### config.mk
export PLATFORM = sky130hd
export DESIGN_NAME = kct_front
export DESIGN_NICKNAME = d
export VERILOG_FILES = /design/src/kct_pkg.sv /design/src/kct_front.sv
export SDC_FILE = /design/constraint.sdc
export NUM_CORES = 1
export LEC_CHECK = 0
export BUFFER_PORTS_ARGS = -buffer_cell sky130_fd_sc_hd__buf_2
export CAP_MARGIN = 10
export CORE_UTILIZATION = 32
export CTS_BUF_LIST = sky130_fd_sc_hd__clkbuf_8
export DETAILED_ROUTE_END_ITERATION = 16
export HOLD_SLACK_MARGIN = 0.1
export PLACE_DENSITY = 0.82
export SYNTH_ARGS = -nofsm -noshare
export SYNTH_HDL_FRONTEND = slang
export SYNTH_SLANG_ARGS = --single-unit
export TNS_END_PERCENT = 10
### constraint.sdc
create_clock -name clk -period 2.57 [get_ports clk]
set_input_delay 0.514 -clock clk [delete_from_list [all_inputs] [get_ports clk]]
set_output_delay 0.514 -clock clk [all_outputs]
set_load 0.01 [all_outputs]
### src/kct_pkg.sv
`timescale 1ns / 1ps

package kct_pkg;

  localparam int CMD_W      = 2;
  localparam int KMER_W     = 64;
  localparam int COUNT_W    = 31;
  localparam int TALLY_W    = 17;
  localparam int MAXK_W     = 16;
  localparam int BIN_W      = 6;
  localparam int KEYB_W     = 5;
  localparam int BINS_W     = 7;
  localparam int CFG_IDX_W  = 1;
  localparam int CFG_DATA_W = 7;
  localparam int Q_DEPTH    = 2;

  localparam logic [COUNT_W-1:0] COUNT_MAX = '1;
  localparam logic [TALLY_W-1:0] TALLY_MAX = '1;

  localparam logic [KEYB_W-1:0] KEY_BITS_RST = 5'd16;
  localparam logic [BINS_W-1:0] BINS_RST     = 7'd64;

  localparam logic [CFG_IDX_W-1:0] CFG_KEY_BITS      = 1'd0;
  localparam logic [CFG_IDX_W-1:0] CFG_SPECTRUM_BINS = 1'd1;

  typedef enum logic [CMD_W-1:0] {
    OP_ADD      = 2'd0,
    OP_QUERY    = 2'd1,
    OP_SPECTRUM = 2'd2
  } op_t;

  // what the front tells the back about one item
  typedef struct packed {
    op_t              op;
    logic [BIN_W-1:0] top_bin;
  } kct_ctl_t;

  // back-pressure seen by the front
  typedef struct packed {
    logic full;
    logic clearing;
  } kct_fstat_t;

endpackage

### src/kct_front.sv
`timescale 1ns / 1ps

module kct_front #(
  parameter int KEY_WIDTH = 16,
  parameter int MAX_BINS  = 64
) (
  input  logic                             clk,
  input  logic                             rst_n,
  input  logic                             in_valid,
  output logic                             in_stall,
  input  logic [kct_pkg::CMD_W-1:0]        in_command,
  input  logic [kct_pkg::KMER_W-1:0]       in_kmer,
  input  logic                             cfg_we,
  input  logic [kct_pkg::CFG_IDX_W-1:0]    cfg_index,
  input  logic [kct_pkg::CFG_DATA_W-1:0]   cfg_data,
  input  kct_pkg::kct_fstat_t              fstat,
  output logic                             push,
  output kct_pkg::kct_ctl_t                push_ctl,
  output logic [KEY_WIDTH-1:0]             push_key
);
  import kct_pkg::*;

  localparam logic [5:0]        KW6   = 6'(KEY_WIDTH);
  localparam logic [BINS_W-1:0] MAXB7 = BINS_W'(MAX_BINS);

  logic [KEYB_W-1:0]    key_bits_r;
  logic [BINS_W-1:0]    spectrum_bins_r;
  logic [5:0]           kb_eff;
  logic [BINS_W-1:0]    nb_eff;
  logic [BINS_W-1:0]    top7;
  logic [KEY_WIDTH-1:0] key_mask;
  logic                 cmd_ok;

  always_ff @(posedge clk) begin
    if (!rst_n) begin
      key_bits_r      <= KEY_BITS_RST;
      spectrum_bins_r <= BINS_RST;
    end else if (cfg_we) begin
      unique case (cfg_index)
        CFG_KEY_BITS:      key_bits_r      <= cfg_data[KEYB_W-1:0];
        CFG_SPECTRUM_BINS: spectrum_bins_r <= cfg_data;
        default: ;
      endcase
    end
  end

  // clamp both registers into their working range
  always_comb begin
    kb_eff = {1'b0, key_bits_r};
    if (kb_eff == 6'd0) kb_eff = 6'd1;
    else if (kb_eff > KW6) kb_eff = KW6;
    nb_eff = spectrum_bins_r;
    if (nb_eff == '0) nb_eff = BINS_W'(1);
    else if (nb_eff > MAXB7) nb_eff = MAXB7;
    top7 = nb_eff - BINS_W'(1);
  end

  always_comb begin
    for (int i = 0; i < KEY_WIDTH; i++) begin
      key_mask[i] = (6'(i) < kb_eff);
    end
  end

  always_comb begin
    unique case (in_command) inside
      OP_ADD, OP_QUERY, OP_SPECTRUM: cmd_ok = 1'b1;
      default:                       cmd_ok = 1'b0;
    endcase
  end

  // unused command codes are taken and dropped
  assign in_stall         = fstat.full || fstat.clearing;
  assign push             = in_valid && !in_stall && cmd_ok;
  assign push_ctl.op      = op_t'(in_command);
  assign push_ctl.top_bin = top7[BIN_W-1:0];
  assign push_key         = in_kmer[KEY_WIDTH-1:0] & key_mask;

endmodule

==> flow_summary.ini <==
[global_route]
grt.total_usage_pct = 17.5
grt_pass1_wl_um = 3480
grt_pass1_vias = 811
grt_max_degree = 14
grt-ovfl-total = 0
antenna_found_initial = 0

[timing]
slew_headroom_pct = 62.4
min_period_ns = 2.55
fin_crit_sh_pct = 99.1
worst_pin_slew_ns = 0.563
hold_viol_final = 0
slew_viol_final = 0
setup_viol = 0
finalSetupTns_ns = 0
finClkSkew_ns = 0
max_freq_mhz = 392
rsz0062_at_grt = true

[worst_setup_path]
critPathSlowestCell = or4_4
cp-startpoint = spectrum_bins_r[2]
crit_path_cell_trace = or4_4 > nor2_1 > o21bai_1 > ha_2 > nor4b_4 > a21oi_1 > o21ai_1 > buf_2
reg2reg_depth = 2
worst-path-buf-inv = 1
critPathArrivalTime_ns = 2.03
crit_path_end_kind = output pin
crit_type = reg2out
r2r_end = key_bits_r[2]
timing.rr.start = key_bits_r[2]
slowest_delay_ns = 0.53
cp_num_cells = 8
worst_ep_required_time_ns = 2.06
critPathLaunchType = register
path_max_fanout = 4
reg2reg_slack_ns = 1.74
crit_path_end = push_ctl[4]
cp_top_family = simple AND/OR/NAND/NOR gates

[detailed_routing]
drtIter0Drc = 8
post_drt_wl_per_cell_um = 11.4
drt-pass1-iter-count = 3
drc = 0
ant_nets = 0
postRouteWirelength_um = 2230
vias = 939
vias_per_cell = 4.82

[clock_tree]
cts_sinks = 12
cts_buffers = 3
cts_buffer_depth = 2
cts_tree = built
htreeDepth = 1
cts_hold_buf = 0
clk_transition_reported_paths_ns = 0.06
cts_root_buf = clkbuf_8
clk_latency_ns = 0.24

[run]
cap_violations = 0

[power]
p_clk_share_pct = 37.2
comb_power_share_pct = 25.2
swShare_pct = 27.7
power_switching_uw = 156
p_seq_share_pct = 37.5
p_leak_uw = 0.000551
power.density_mw_per_mm2 = 465
ir_drop_v = 0.000458
internal-power_uw = 408

[synthesis]
synth_top_family_by_area = simple AND/OR/NAND/NOR gates
yosys.area_share.simple_pct = 31.8
synth_cells = 111
yosysSeqAreaShare_pct = 29.0
netlist_area_um2 = 827
synthAdderAreaFrac_pct = 1.51
synth_compound_area_share_pct = 23.4
synth_warnings = 0
synth_seq_cells = 12
syn_area_per_cell_um2 = 7.45
yosys.area_share.xor_xnor_pct = 1.06
synth_fp_nets = 192
synthMuxAreaShare_pct = 6.05
ys_types = 30

[final_layout]
utilization_pct = 49.3
n_antenna_cell = 0
final_common_cell = buf_2
final_nets = 247
finalInstanceArea_mm2 = 0.00121
area_growth_pct = 46.4
layout_common_cells = 55 x buf_2, 14 x nand2_1, 10 x nand3_1, 10 x a21boi_0
drive_above_1_share_pct = 44.2

[floorplanning]
die_h_um = 52.8
start_util_pct = 33.7
rows = 18
die-width_um = 52.8
dieArea_mm2 = 0.00279
core_area_mm2 = 0.00245
io_pins = 106

[placed_design]
gp_congestion = 0.727
postPlaceCellArea_mm2 = 0.00108
io_buffers = 55
dp_hpwl_um = 1630

[worst_hold_path]
hold_path_class = reg2reg

[status]
status = finished, final reports clean
tightest hold or removal path, cell delays in order (launching register included):
cell	delay (ns)
dfxtp_4	0.34
nand2_1	0.04
a21boi_0	0.06
area by class of cell:
type | count | area [µm²]
multi-input cells | 87 | 546
well taps | 30 | 37.5
inverters | 1 | 3.75
fillers | 252 | 1240
flip-flops and latches | 12 | 249
clock buffers | 4 | 55.1
repair buffers | 61 | 320
state kept, by name, summed over array words and instances (netlist names):
register and count:
key_bits_r 5, spectrum_bins_r 7
power by group through the flow:
stage	Combinational (µW)	Sequential (µW)	Clock [µW]
after CTS	131	213	215
after global routing	157	214	220
after detailed placement	128	217	0
after global placement	126	216	0
final	142	212	210
after floorplan	84.4	207	0
timing repair:
action / in CTS / in global routing
buffers inserted: 1 / 5
pin swaps: 1 / 4
gates resized for setup: 4 / 5
endpoints found under the setup margin: 1 / 1
per-stage QoR:
step                setup WS, ns  std cells  total power, µW  hold WS (ns)
detailed placement         0.214        185              345         0.513
global placement           0.268        185              342         0.496
global route             -0.0320        195              591         0.507
floorplan                  0.316        111              291         0.478
finish                    0.0221        195              564         0.491
CTS                       0.0186        190              559         0.491
cells in the mapped netlist:
master    instances  share of area [%]
and2_1            1               0.76
ha_1              1                1.5
buf_1             1               0.45
or4_4             1                1.4
nand3_1          10                6.1
o21bai_1          1               0.91
nand2_1          14                6.4
nor3_1            1               0.60
nor4b_1           1                1.1
nor2_1            7                3.2
o41a_1            1                1.4
buf_2             2                1.2
xnor2_1           1                1.1
or2b_1            1               0.91
o21ai_2           1                1.1
nand2b_1          3                2.3
inv_1             1               0.45
o21a_1            4                3.6
clkbuf_1          5                2.3
nor2b_1           9                6.8
buf_4             3                2.7
mux2i_1           5                6.1
a31oi_1           1               0.76
nor4_1            1               0.76
dfxtp_1          12                 29
or2_2             1               0.76
a21boi_0         10                9.1
o21ai_0           6                3.6
nor3b_1           1               0.91
a21oi_1           5                3.0
cells by family after synthesis:
kind of cell               count (synthesis)
adders and majority gates                  1
buffers and inverters                     12
AOI/OAI and AO/OA                         29
xor gates and xnor gates                   1
muxes                                      5
DFF                                       12
and+or+nand+nor                           51
how the worst min path moves through the flow:
stage	endpoint	cells past startpoint	slack, ns	from
3_5_place_dp	spectrum_bins_r[1]	2	0.51	spectrum_bins_r[1]
2_1_floorplan	spectrum_bins_r[5]	2	0.48	spectrum_bins_r[5]
5_1_grt	key_bits_r[4]	3	0.51	cfg_data[4]
3_3_place_gp	spectrum_bins_r[1]	2	0.50	spectrum_bins_r[1]
4_1_cts	spectrum_bins_r[6]	3	0.49	cfg_data[6]
6_report	spectrum_bins_r[4]	2	0.49	spectrum_bins_r[4]
layer usage:
layer,part of all wire [%],track usage (%),up-vias
met3,6.2,2.61,4
met1,49,23.2,412
met4,2.5,11.0,0
li1,-,-,487
met5,0,0,-
met2,43,25.9,36
Note: power is estimated with default switching activity, not from simulation.
