===== src/kct_pkg.sv =====
`timescale 1ns / 1ps

package kct_pkg;

  localparam int CMD_W      = 2;
  localparam int KMER_W     = 64;
  localparam int COUNT_W    = 31;
  localparam int TALLY_W    = 17;
  localparam int MAXK_W     = 16;
  localparam int BIN_W      = 6;
  localparam int KEYB_W     = 5;
  localparam int BINS_W     = 7;
  localparam int CFG_IDX_W  = 1;
  localparam int CFG_DATA_W = 7;
  localparam int Q_DEPTH    = 2;

  localparam logic [COUNT_W-1:0] COUNT_MAX = '1;
  localparam logic [TALLY_W-1:0] TALLY_MAX = '1;

  localparam logic [KEYB_W-1:0] KEY_BITS_RST = 5'd16;
  localparam logic [BINS_W-1:0] BINS_RST     = 7'd64;

  localparam logic [CFG_IDX_W-1:0] CFG_KEY_BITS      = 1'd0;
  localparam logic [CFG_IDX_W-1:0] CFG_SPECTRUM_BINS = 1'd1;

  typedef enum logic [CMD_W-1:0] {
    OP_ADD      = 2'd0,
    OP_QUERY    = 2'd1,
    OP_SPECTRUM = 2'd2
  } op_t;

  // what the front tells the back about one item
  typedef struct packed {
    op_t              op;
    logic [BIN_W-1:0] top_bin;
  } kct_ctl_t;

  // back-pressure seen by the front
  typedef struct packed {
    logic full;
    logic clearing;
  } kct_fstat_t;

endpackage


===== src/kct_queue.sv =====
`timescale 1ns / 1ps

module kct_queue #(
  parameter int WIDTH = 24
) (
  input  logic             clk,
  input  logic             rst_n,
  input  logic             push,
  input  logic [WIDTH-1:0] push_data,
  input  logic             pop,
  output logic [WIDTH-1:0] pop_data,
  output logic             full,
  output logic             empty
);
  import kct_pkg::*;

  localparam int PTR_W = (Q_DEPTH > 1) ? $clog2(Q_DEPTH) : 1;
  localparam logic [PTR_W:0] DEPTH_C = (PTR_W + 1)'(Q_DEPTH);

  logic [WIDTH-1:0] slot_r [Q_DEPTH];
  logic [PTR_W-1:0] wr_ptr_r;
  logic [PTR_W-1:0] rd_ptr_r;
  logic [PTR_W:0]   fill_r;

  assign full     = (fill_r == DEPTH_C);
  assign empty    = (fill_r == '0);
  assign pop_data = slot_r[rd_ptr_r];

  always_ff @(posedge clk) begin
    if (!rst_n) begin
      wr_ptr_r <= '0;
      rd_ptr_r <= '0;
      fill_r   <= '0;
    end else begin
      if (push) wr_ptr_r <= wr_ptr_r + 1'b1;
      if (pop)  rd_ptr_r <= rd_ptr_r + 1'b1;
      if (push && !pop)      fill_r <= fill_r + 1'b1;
      else if (pop && !push) fill_r <= fill_r - 1'b1;
    end
  end

  always_ff @(posedge clk) begin
    if (push) slot_r[wr_ptr_r] <= push_data;
  end

endmodule


===== config.mk =====
export PLATFORM = sky130hd
export DESIGN_NAME = kct_queue
export DESIGN_NICKNAME = d
export VERILOG_FILES = /design/src/kct_pkg.sv /design/src/kct_queue.sv
export SDC_FILE = /design/constraint.sdc
export NUM_CORES = 1
export LEC_CHECK = 0
export BUFFER_PORTS_ARGS = -buffer_cell sky130_fd_sc_hd__buf_2
export CORE_MARGIN = 10
export CORE_UTILIZATION = 35
export CTS_BUF_LIST = sky130_fd_sc_hd__clkbuf_16
export CTS_CLUSTER_DIAMETER = 50
export DETAILED_ROUTE_END_ITERATION = 10
export GPL_TIMING_DRIVEN = 0
export RECOVER_POWER = 50
export SYNTH_ARGS = -nofsm -noshare
export SYNTH_HDL_FRONTEND = slang
export SYNTH_SLANG_ARGS = --single-unit

===== constraint.sdc =====
create_clock -name clk -period 2.3 [get_ports clk]
set_clock_uncertainty 0.2 [all_clocks]
set_input_delay 0.23 -clock clk [delete_from_list [all_inputs] [get_ports clk]]
set_output_delay 0.23 -clock clk [all_outputs]
set_load 0.02 [all_outputs]

==> impl_summary.txt, run 1 <==
----------------------------------------------------
[Synthesis]
  Number of enable-type register cells in the synthesized netlist ... 48
  Share of Yosys cell area claimed by the top area cell type ... 0.739
  Gate count of the mapped netlist ... 97
  Portion of the post-synthesis area used by sequential elements ... 0.790
  Synthesized flop and latch total ... 53
  Warnings, synthesis ... 0
  Ranking of synthesized cells by instance count ... edfxtp_1 (48), mux2_2 (24), dfxtp_1 (5)
  Primary flip-flop cell chosen by synthesis mapping ... edfxtp_1
  Distinct cell type count after synthesis ... 17
  Library cell with the largest summed area after synthesis ... edfxtp_1
  Post-Syn Area ... 0.00195 sq mm
  Post-Synthesis Mean Instance Area ... 20.1 sq um
  Async set-or-reset flop fraction in the synthesized netlist ... 0
  Most used standard cell by instance count after synthesis ... edfxtp_1
  Number of nets produced by synthesis ... 126
  Cells taking the most area after synthesis ... edfxtp_1 (74%), mux2_2 (14%), dfxtp_1 (5.1%)

[Power and ir drop]
  Power density cells ... 822 mW/mm^2
  Int Power ... 1.76 mW
  Comb pwr share ... 0.137
  Overall power of the completed layout ... 2.25 mW
  Sw Share ... 0.215
  P_leak ... 1.02 nW
  P_sw ... 0.482 mW
  Peak ir drop on the vdd network ... 0.461 mV
  Relative contribution of the clock network to total power ... 0.362
  Seq pwr share ... 0.501

[Place]
  Placer Congestion ... 0.729
  Cell count after placement ... 223
  Number of port buffers ... 53
  Pre-CTS setup slack ... 374 ps
  Sum of net half-perimeters after detailed placement ... 2670 um
  Placed cell areas ... 0.00234 sq mm

[Finish]
  Final instance area ... 0.00273 sq mm
  Post-synthesis to final-layout area growth ... 40.2%
  Fin nets ... 212
  Layout cell share with drive strength beyond 1 ... 0.408
  Diodes inserted ... 0
  # fillers ... 502
  Final instance count without filler cells ... 256
  Layout Utilization ... 0.500

[Die]
  Count of boundary I/O pins ... 54
  Die boundary width ... 94.7 um
  Row count ... 27
  Area of the die ... 0.00896 sq mm
  Height of the die ... 94.7 um
  Placeable core region ... 0.00547 sq mm
  Starting density of the core ... 0.356

[Min path]
  Worst min-delay path class ... in2reg
  Beginning of the worst hold path ... pop
  Worst Hold Endpoint ... rd_ptr_r
  Worst Hold Depth ... 3

[Detailed routing]
  Routed length per instance ... 14.6 um
  Length of the first detailed-routing pass in iterations ... 3
  Total via count after detailed routing ... 1098
  Initial DRC count ... 33
  Final routed DRC violation total ... 0
  Avg Vias per Cell ... 4.29
  Count of antenna-violating nets left after detailed routing ... 0
  WL final ... 3740 um

[Setup path]
  Crit Reg-Reg Endpoint ... slot_r[0][13]
  Worst reg-to-reg path cell count ... 2
  Source of the worst register-to-register timing path ... wr_ptr_r
  Critical path arrival ... 1480 ps
  Critical Path Start Type ... register
  Largest fanout on the critical path ... 10
  Req. time, crit path ... 1870 ps
  Flop-to-flop setup slack ... 410 ps
  Element type at the critical path end ... output pin
  Type of the setup path with the least slack ... reg2out

[CTS]
  Total clock buffers created by CTS ... 5
  Resized cells post-CTS ... 0
  CTS tree ... yes
  Count of H-tree levels built during CTS ... 2
  Maximum buffer depth of the clock tree ... 2
  Latest clock arrival within the worst-skew pair ... 280 ps
  Register clock-pin slew on the reported worst setup and hold paths ... 60 ps
  Clk root buf ... clkbuf_16
  Sink Count ... 53

[Global routing]
  GRT met2 Usage ... 0.145
  Global routing's busiest layer ... met2
  Via count of the first global-routing pass ... 1222
  Pin count of the biggest net entering global routing ... 25
  Tot GR Track Use ... 0.0846
  GR Layer Usage met3 ... 0.0309
  Global-route wire length before repair ... 5840 um
  Remaining global-route overflow ... 0
  Number of antenna violations at the first check in global routing ... 0
  Met1 layer usage reported by global route ... 0.0893

[STA]
  Finish-stage setup viols ... 0
  RSZ-0062 raised after global routing ... false
  Number of failing hold endpoints at the final stage ... 0
  Measured slew at the worst slew-check pin ... 1160 ps
  Fin Setup TNS ... 0 ps
  Final period utilization ... 0.831
  Achievable frequency ... 523 MHz
  Fin Hold WS ... 107 ps
  Worst relative slew slack ... 0.224
  Min cycle time layout ... 1910 ps
  Smallest setup slack after layout ... 389 ps
  Number of max-slew violations in the final report ... 0

[Run status]
  Outcome ... finished clean

[Flow run]
  Number of violations of the max-capacitance limit ... 0

----------------------------------------------------
-- placed cells by master (no fill, tap or decap), types with 2 or more instances in the layout --
master | netlist | final
buf_2 | 1 | 39
edfxtp_1 | 48 | 48
clkbuf_16 | 0 | 5
xor2_1 | 2 | 2
dlygate4sd3_1 | 0 | 25
dfxtp_1 | 5 | 5
clkbuf_1 | 0 | 14
buf_4 | 2 | 2
and2_1 | 4 | 3
inv_1 | 1 | 2
nor2b_1 | 2 | 2
mux2_2 | 24 | 24
-- worst max path at each step --
stage / from / end / slack (ps) / depth (start not counted)
after floorplan: wr_ptr_r / slot_r[0][0] / 260 / 1
after global placement: push / slot_r[0][19] / -420 / 2
after detailed placement: wr_ptr_r / slot_r[1][19] / 370 / 1
after CTS: register / pop_data[5] / 350 / 4
after global routing: wr_ptr_r / slot_r[0][13] / 270 / 2
final: register / pop_data[20] / 390 / 4
-- routing by layer --
metal  routed length [um]  share of wire
met5                    0              0
met1                 1410           0.38
met2                 1980           0.53
met3                  279          0.075
met4                   64          0.017
-- critical path: stages (launching register included) --
cell	delay [ps]
dfxtp_1	300
buf_2	180
buf_4	210
mux2_2	350
buf_2	160
-- cell families (layout without fill, tap and decap cells) --
logic type / after synthesis / in the layout / share of synthesized area
mux: 24 / 24 / 0.139
flops: 53 / 53 / 0.790
fa+ha+maj: 1 / 1 / 0.00641
buf+inv: 4 / 91 / 0.0122
xor+xnor: 3 / 3 / 0.0135
simple gates: 9 / 9 / 0.0289
compound gates: 3 / 3 / 0.0103
-- state kept, by name, indices dropped and copies added (netlist names), named ones only --
signal / flops
slot_r: 48
rd_ptr_r: 1
fill_r: 2
wr_ptr_r: 1
-- power by group through the flow --
stage	sequential (mW)	clock (mW)	combinational (mW)
floorplan	1.14	0	0.177
global placement	1.14	0	0.269
detailed placement	1.15	0	0.284
CTS	1.13	0.836	0.319
global route	1.13	0.875	0.333
finish	1.13	0.814	0.307
-- cell type report --
| class | instances | area (sq um) | area share |
|---|---|---|---|
| buffer | 3 | 20.0 | 0.00732 |
| clock buffer | 5 | 125 | 0.0458 |
| clock inverter | 3 | 42.5 | 0.0156 |
| inverter | 1 | 3.75 | 0.00137 |
| multi-input combinational | 40 | 385 | 0.141 |
| sequential | 53 | 1540 | 0.564 |
| tap | 72 | 90.1 | 0.0330 |
| timing repair buffer | 79 | 526 | 0.192 |
-- timing repair --
item	CTS	global route
hold endpoints to repair	49	0
buffers inserted	0	0
hold buffers	25	0
Note: power is estimated with default switching activity, not from simulation.
==> inputs of run 2 (changes only) <==
==> constraint.sdc (replaced) <==
create_clock -name clk -period 2 [get_ports clk]
set_clock_uncertainty 0.2 [all_clocks]
set_input_delay 0.2 -clock clk [delete_from_list [all_inputs] [get_ports clk]]
set_output_delay 0.2 -clock clk [all_outputs]
set_load 0.02 [all_outputs]
==> impl_summary.txt, run 2 (synthesized netlist as in run 1, its figures left out) <==
----------------------------------------------------
[Detailed routing]
  Final routed DRC violation total ... 0
  Length of the first detailed-routing pass in iterations ... 3
  Avg Vias per Cell ... 4.28
  Count of antenna-violating nets left after detailed routing ... 0
  Total via count after detailed routing ... 1088
  Initial DRC count ... 73
  WL final ... 3750 um
  Routed length per instance ... 14.8 um

[STA]
  Final period utilization ... 0.943
  Achievable frequency ... 530 MHz
  Min cycle time layout ... 1890 ps
  Finish-stage setup viols ... 0
  Worst relative slew slack ... 0.511
  Number of failing hold endpoints at the final stage ... 0
  Number of max-slew violations in the final report ... 0
  RSZ-0062 raised after global routing ... false
  Smallest setup slack after layout ... 113 ps
  Measured slew at the worst slew-check pin ... 731 ps

[Global routing]
  Global-route wire length before repair ... 5950 um
  Remaining global-route overflow ... 0
  Tot GR Track Use ... 0.0856
  Pin count of the biggest net entering global routing ... 26
  Via count of the first global-routing pass ... 1210
  Number of antenna violations at the first check in global routing ... 0

[CTS]
  Clk root buf ... clkbuf_16
  Total clock buffers created by CTS ... 5
  Maximum buffer depth of the clock tree ... 2
  CTS tree ... yes
  Register clock-pin slew on the reported worst setup and hold paths ... 60 ps
  Count of H-tree levels built during CTS ... 2
  Sink Count ... 53
  Latest clock arrival within the worst-skew pair ... 280 ps

[Setup path]
  Delay contributed by the slowest stage of the critical path ... 350 ps
  Cells traversed along the worst timing path ... buf_2 -> buf_4 -> mux2_2 -> buf_2
  Slowest stage cell, crit path ... mux2_2
  Req. time, crit path ... 1600 ps
  Cell seen most often among critical-path stages ... buf_2
  Worst reg-to-reg path cell count ... 1
  Element type at the critical path end ... output pin
  Source of the worst register-to-register timing path ... wr_ptr_r
  Crit Reg-Reg Endpoint ... slot_r[1][12]
  Critical path arrival ... 1490 ps
  Largest fanout on the critical path ... 10
  Critical Path Start Type ... register
  Flop-to-flop setup slack ... 460 ps
  Type of the setup path with the least slack ... reg2out

[Min path]
  Worst min-delay path class ... in2reg
  Beginning of the worst hold path ... pop
  Worst Hold Depth ... 3

[Power and ir drop]
  Relative contribution of the clock network to total power ... 0.358
  Int Power ... 2.02 mW
  P_leak ... 1.01 nW
  Sw Share ... 0.211
  Seq pwr share ... 0.507
  Power density cells ... 945 mW/mm^2
  Overall power of the completed layout ... 2.55 mW
  P_sw ... 0.539 mW
  Comb pwr share ... 0.135
  Peak ir drop on the vdd network ... 0.508 mV

[Run status]
  Outcome ... finished clean

[Place]
  Placer Congestion ... 0.695
  Pre-CTS setup slack ... -20.6 ps
  Number of port buffers ... 53
  Cell count after placement ... 222
  Sum of net half-perimeters after detailed placement ... 2610 um

[Die]
  Starting density of the core ... 0.356
  Row count ... 27
  Height of the die ... 94.7 um
  Placeable core region ... 0.00547 sq mm
  Area of the die ... 0.00896 sq mm
  Die boundary width ... 94.7 um
  Count of boundary I/O pins ... 54

[Finish]
  Layout Utilization ... 0.494
  Leading cell type in the layout, fill and taps excluded ... edfxtp_1
  Post-synthesis to final-layout area growth ... 38.6%
  Largest registers ranked by flip-flop count ... slot_r x48, fill_r x2
  Final instance count without filler cells ... 254
  Commonest cells after routing, fill and taps aside ... edfxtp_1 (48), buf_2 (36), dlygate4sd3_1 (25)
  Diodes inserted ... 0
  Number of flip-flops under the largest register name ... 48
  Reg with most FFs ... slot_r
  # fillers ... 484
  Layout cell share with drive strength beyond 1 ... 0.401
  Fin nets ... 211

[Flow run]
  Number of violations of the max-capacitance limit ... 0

----------------------------------------------------
==> run 2: cell types whose count changed in the layout (fill, tap and decap cells not counted), sizes merged <==
cell | before | now
clkbuf | 20 | 23
inv | 2 | 1
buf | 42 | 38
==> run 2: power by group through the flow <==
stage | clock (mW) | sequential [mW] | combinational (mW)
final | 0.913 | 1.30 | 0.345
after global placement | 0 | 1.32 | 0.310
after floorplan | 0 | 1.31 | 0.204
after detailed placement | 0 | 1.32 | 0.320
after global routing | 0.990 | 1.30 | 0.377
after CTS | 0.941 | 1.30 | 0.359
==> run 2: layout make-up <==
cell class              instances  area [sq um]  area share
inverters                       1          3.75     0.00139
well taps                      72          90.1      0.0333
clock buffers                   5           125      0.0463
multi-input cells              40           394       0.146
clock inverters                 2          35.0      0.0130
flip-flops and latches         53          1540       0.570
plain buffers                   3          20.0     0.00740
repair buffers                 78           494       0.183
==> run 2: worst max-delay path, delay by kind of cell (launching register included) <==
kind | cells | cell delay [ps]
buffers and inverters | 3 | 550
muxes | 1 | 350
DFF | 1 | 300
==> run 2: worst max path at each step <==
stage               startpoint       endpoint  slack, ps  cells past startpoint
floorplan             wr_ptr_r   slot_r[0][0]        420                      1
global placement          push  slot_r[0][18]         40                      2
detailed placement        push  slot_r[0][18]        -20                      2
CTS                   wr_ptr_r   slot_r[0][2]          3                      1
global route          register   pop_data[10]         30                      4
finish                register    pop_data[2]        110                      4
==> run 2: metrics by stage <==
step	area (sq um)	hold slack, ps	setup TNS, ps
6_report	2700	67.2	0
5_1_grt	2700	72.7	0
4_1_cts	2720	62.7	0
3_5_place_dp	2310	194	-469
3_3_place_gp	2310	187	0
2_1_floorplan	1950	98.9	0
==> run 2: what timing repair did <==
item                       4_1_cts  5_1_grt
setup buffers                    0        0
hold buffers                    25        0
setup endpoints to repair        0       24
hold endpoints to repair        52        0
gates resized for setup          0        1
==> run 2: metal layers <==
layer	wire, um	global-route usage	vias to the layer above
met5	0	0	-
met4	10	0.0224	0
met3	300	0.0404	4
met2	1950	0.148	31
met1	1490	0.0927	518
li1	-	-	535
==> inputs of run 3 (changes only) <==
--- a/config.mk
+++ b/config.mk
@@ -5,12 +5,12 @@
 export SDC_FILE = /design/constraint.sdc
 export NUM_CORES = 1
 export LEC_CHECK = 0
-export BUFFER_PORTS_ARGS = -buffer_cell sky130_fd_sc_hd__buf_2
 export CORE_MARGIN = 10
 export CORE_UTILIZATION = 35
 export CTS_BUF_LIST = sky130_fd_sc_hd__clkbuf_16
 export CTS_CLUSTER_DIAMETER = 50
 export DETAILED_ROUTE_END_ITERATION = 10
+export DONT_BUFFER_PORTS = 1
 export GPL_TIMING_DRIVEN = 0
 export RECOVER_POWER = 50
 export SYNTH_ARGS = -nofsm -noshare
==> impl_summary.txt, run 3 (synthesized netlist as in run 1, its figures left out) <==
----------------------------------------------------
[STA]
  Finish-stage setup viols ... 0
  Worst relative slew slack ... 0.324
  Fin Setup TNS ... 0 ps
  Number of max-slew violations in the final report ... 0
  Final period utilization ... 0.920
  Number of failing hold endpoints at the final stage ... 0
  RSZ-0062 raised after global routing ... false
  Achievable frequency ... 544 MHz
  Min cycle time layout ... 1840 ps
  Measured slew at the worst slew-check pin ... 1010 ps

[Setup path]
  Delay contributed by the slowest stage of the critical path ... 780 ps
  Req. time, crit path ... 1790 ps
  Flop-to-flop setup slack ... 160 ps
  Top Family by Delay on Critical Path ... simple AND/OR/NAND/NOR gates
  Slowest stage cell, crit path ... nor2b_1
  Critical path arrival ... 1630 ps
  Critical Path Start Type ... register
  Cells traversed along the worst timing path ... nor2b_1 -> buf_16
  Buf+Inv Stages, Crit Path ... 1
  Element type at the critical path end ... register
  Type of the setup path with the least slack ... reg2reg
  Largest fanout on the critical path ... 17
  Source of the worst register-to-register timing path ... wr_ptr_r
  Critical path launch point ... wr_ptr_r

[Die]
  Count of boundary I/O pins ... 54
  Area of the die ... 0.00896 sq mm
  Die boundary width ... 94.7 um
  Height of the die ... 94.7 um
  Row count ... 27
  Placeable core region ... 0.00547 sq mm
  Starting density of the core ... 0.356

[Detailed routing]
  Routed length per instance ... 16.6 um
  Final routed DRC violation total ... 0
  Count of antenna-violating nets left after detailed routing ... 0
  Length of the first detailed-routing pass in iterations ... 4
  Avg Vias per Cell ... 4.57
  WL final ... 3390 um
  Initial DRC count ... 49
  Total via count after detailed routing ... 936

[CTS]
  Latest clock arrival within the worst-skew pair ... 280 ps
  Total clock buffers created by CTS ... 5
  Count of H-tree levels built during CTS ... 2
  Sink Count ... 53
  Register clock-pin slew on the reported worst setup and hold paths ... 60 ps
  Clk root buf ... clkbuf_16
  CTS tree ... yes
  Maximum buffer depth of the clock tree ... 2
  Setup fix buffers added after clock tree synthesis ... 0

[Finish]
  Layout cell share with drive strength beyond 1 ... 0.271
  Final instance area ... 0.00250 sq mm
  # fillers ... 480
  Largest registers ranked by flip-flop count ... slot_r x48, fill_r x2
  Post-synthesis to final-layout area growth ... 28.4%
  Commonest cells after routing, fill and taps aside ... edfxtp_1 (48), dlygate4sd3_1 (27), mux2_2 (24)
  Multi-input combinational cell area ... 385 sq um
  Flip-flop and latch area ... 0.00154 sq mm
  Leading cell type in the layout, fill and taps excluded ... edfxtp_1
  Number of flip-flops under the largest register name ... 48
  Reg with most FFs ... slot_r
  Diodes inserted ... 0
  Fin nets ... 161

[Global routing]
  Tot GR Track Use ... 0.0771
  Via count of the first global-routing pass ... 1057
  Number of antenna violations at the first check in global routing ... 0
  Remaining global-route overflow ... 0
  Pin count of the biggest net entering global routing ... 26
  Global-route wire length before repair ... 5250 um

[Power and ir drop]
  Overall power of the completed layout ... 2.51 mW
  P_leak ... 0.856 nW
  Peak ir drop on the vdd network ... 0.464 mV
  Power density cells ... 1000 mW/mm^2

[Flow run]
  Number of violations of the max-capacitance limit ... 0

[Min path]
  Worst min-delay path class ... in2reg
  Beginning of the worst hold path ... push

[Place]
  Placed cell areas ... 0.00204 sq mm
  Number of port buffers ... 0
  Placer Congestion ... 0.680
  Sum of net half-perimeters after detailed placement ... 2460 um

[Run status]
  Outcome ... finished clean

----------------------------------------------------
[run 3: changes by cell type in the layout (fill, tap and decap cells not counted)]
cell           previous run  this run
dlygate4sd3_1            25        27
clkbuf_2                  1         0
clkbuf_1                 17         0
nor2b_4                   1         0
and2_1                    3         1
buf_2                    36         1
nor2b_1                   1         2
clkinvlp_4                0         1
and2b_2                   1         0
clkinv_1                  0         1
clkinv_2                  1         0
and2_0                    0         2
buf_16                    0         1
and2b_1                   0         1
[run 3: worst paths after layout]
| path | end | depth (start not counted) |
|---|---|---|
| worst max-delay path | slot_r[0][14] | 2 |
| worst min-delay path | fill_r[1] | 3 |
| worst max register to register | slot_r[0][14] | 2 |
| worst min register to register | fill_r[1] | 2 |
[run 3: layout make-up]
type / count / area share
Inverter: 1 / 0.00150
Clock buffer: 5 / 0.0500
Clock inverter: 3 / 0.0165
Buffer: 3 / 0.00799
Tap cell: 72 / 0.0360
Sequential cell: 53 / 0.615
Timing Repair Buffer: 28 / 0.119
Multi-Input combinational cell: 40 / 0.154
[run 3: timing repair]
action                                  in CTS  in global routing
endpoints found under the setup margin       0                 19
resized for setup                            0                  1
hold buffers                                27                  0
endpoints found under the hold margin       53                  0
[run 3: report_power, final]
group	total (mW)	switching [mW]	leakage [nW]	internal, mW
Clock	0.925	0.340	0.0775	0.585
Sequential	1.29	0.0191	0.492	1.28
Combinational	0.291	0.168	0.286	0.122
[run 3: worst reg2reg max path: stages (launching register included)]
cell	delay, ps
dfxtp_1	320
nor2b_1	780
buf_16	240
[run 3: metal layers]
layer | GRT usage | wire (um)
met4 | 0.0262 | 32
met5 | 0 | 0
met3 | 0.0373 | 283
met1 | 0.0764 | 1270
met2 | 0.138 | 1810
[run 3: per-stage QoR]
step	std cells	hold slack [ps]	utilization	setup WS, ps
detailed placement	169	99.0	0.373	38.6
global placement	169	99.0	0.373	88.3
floorplan	97	98.9	-	421
finish	205	107	0.458	161
CTS	204	96.2	0.453	28.0
global route	205	110	0.458	64.0
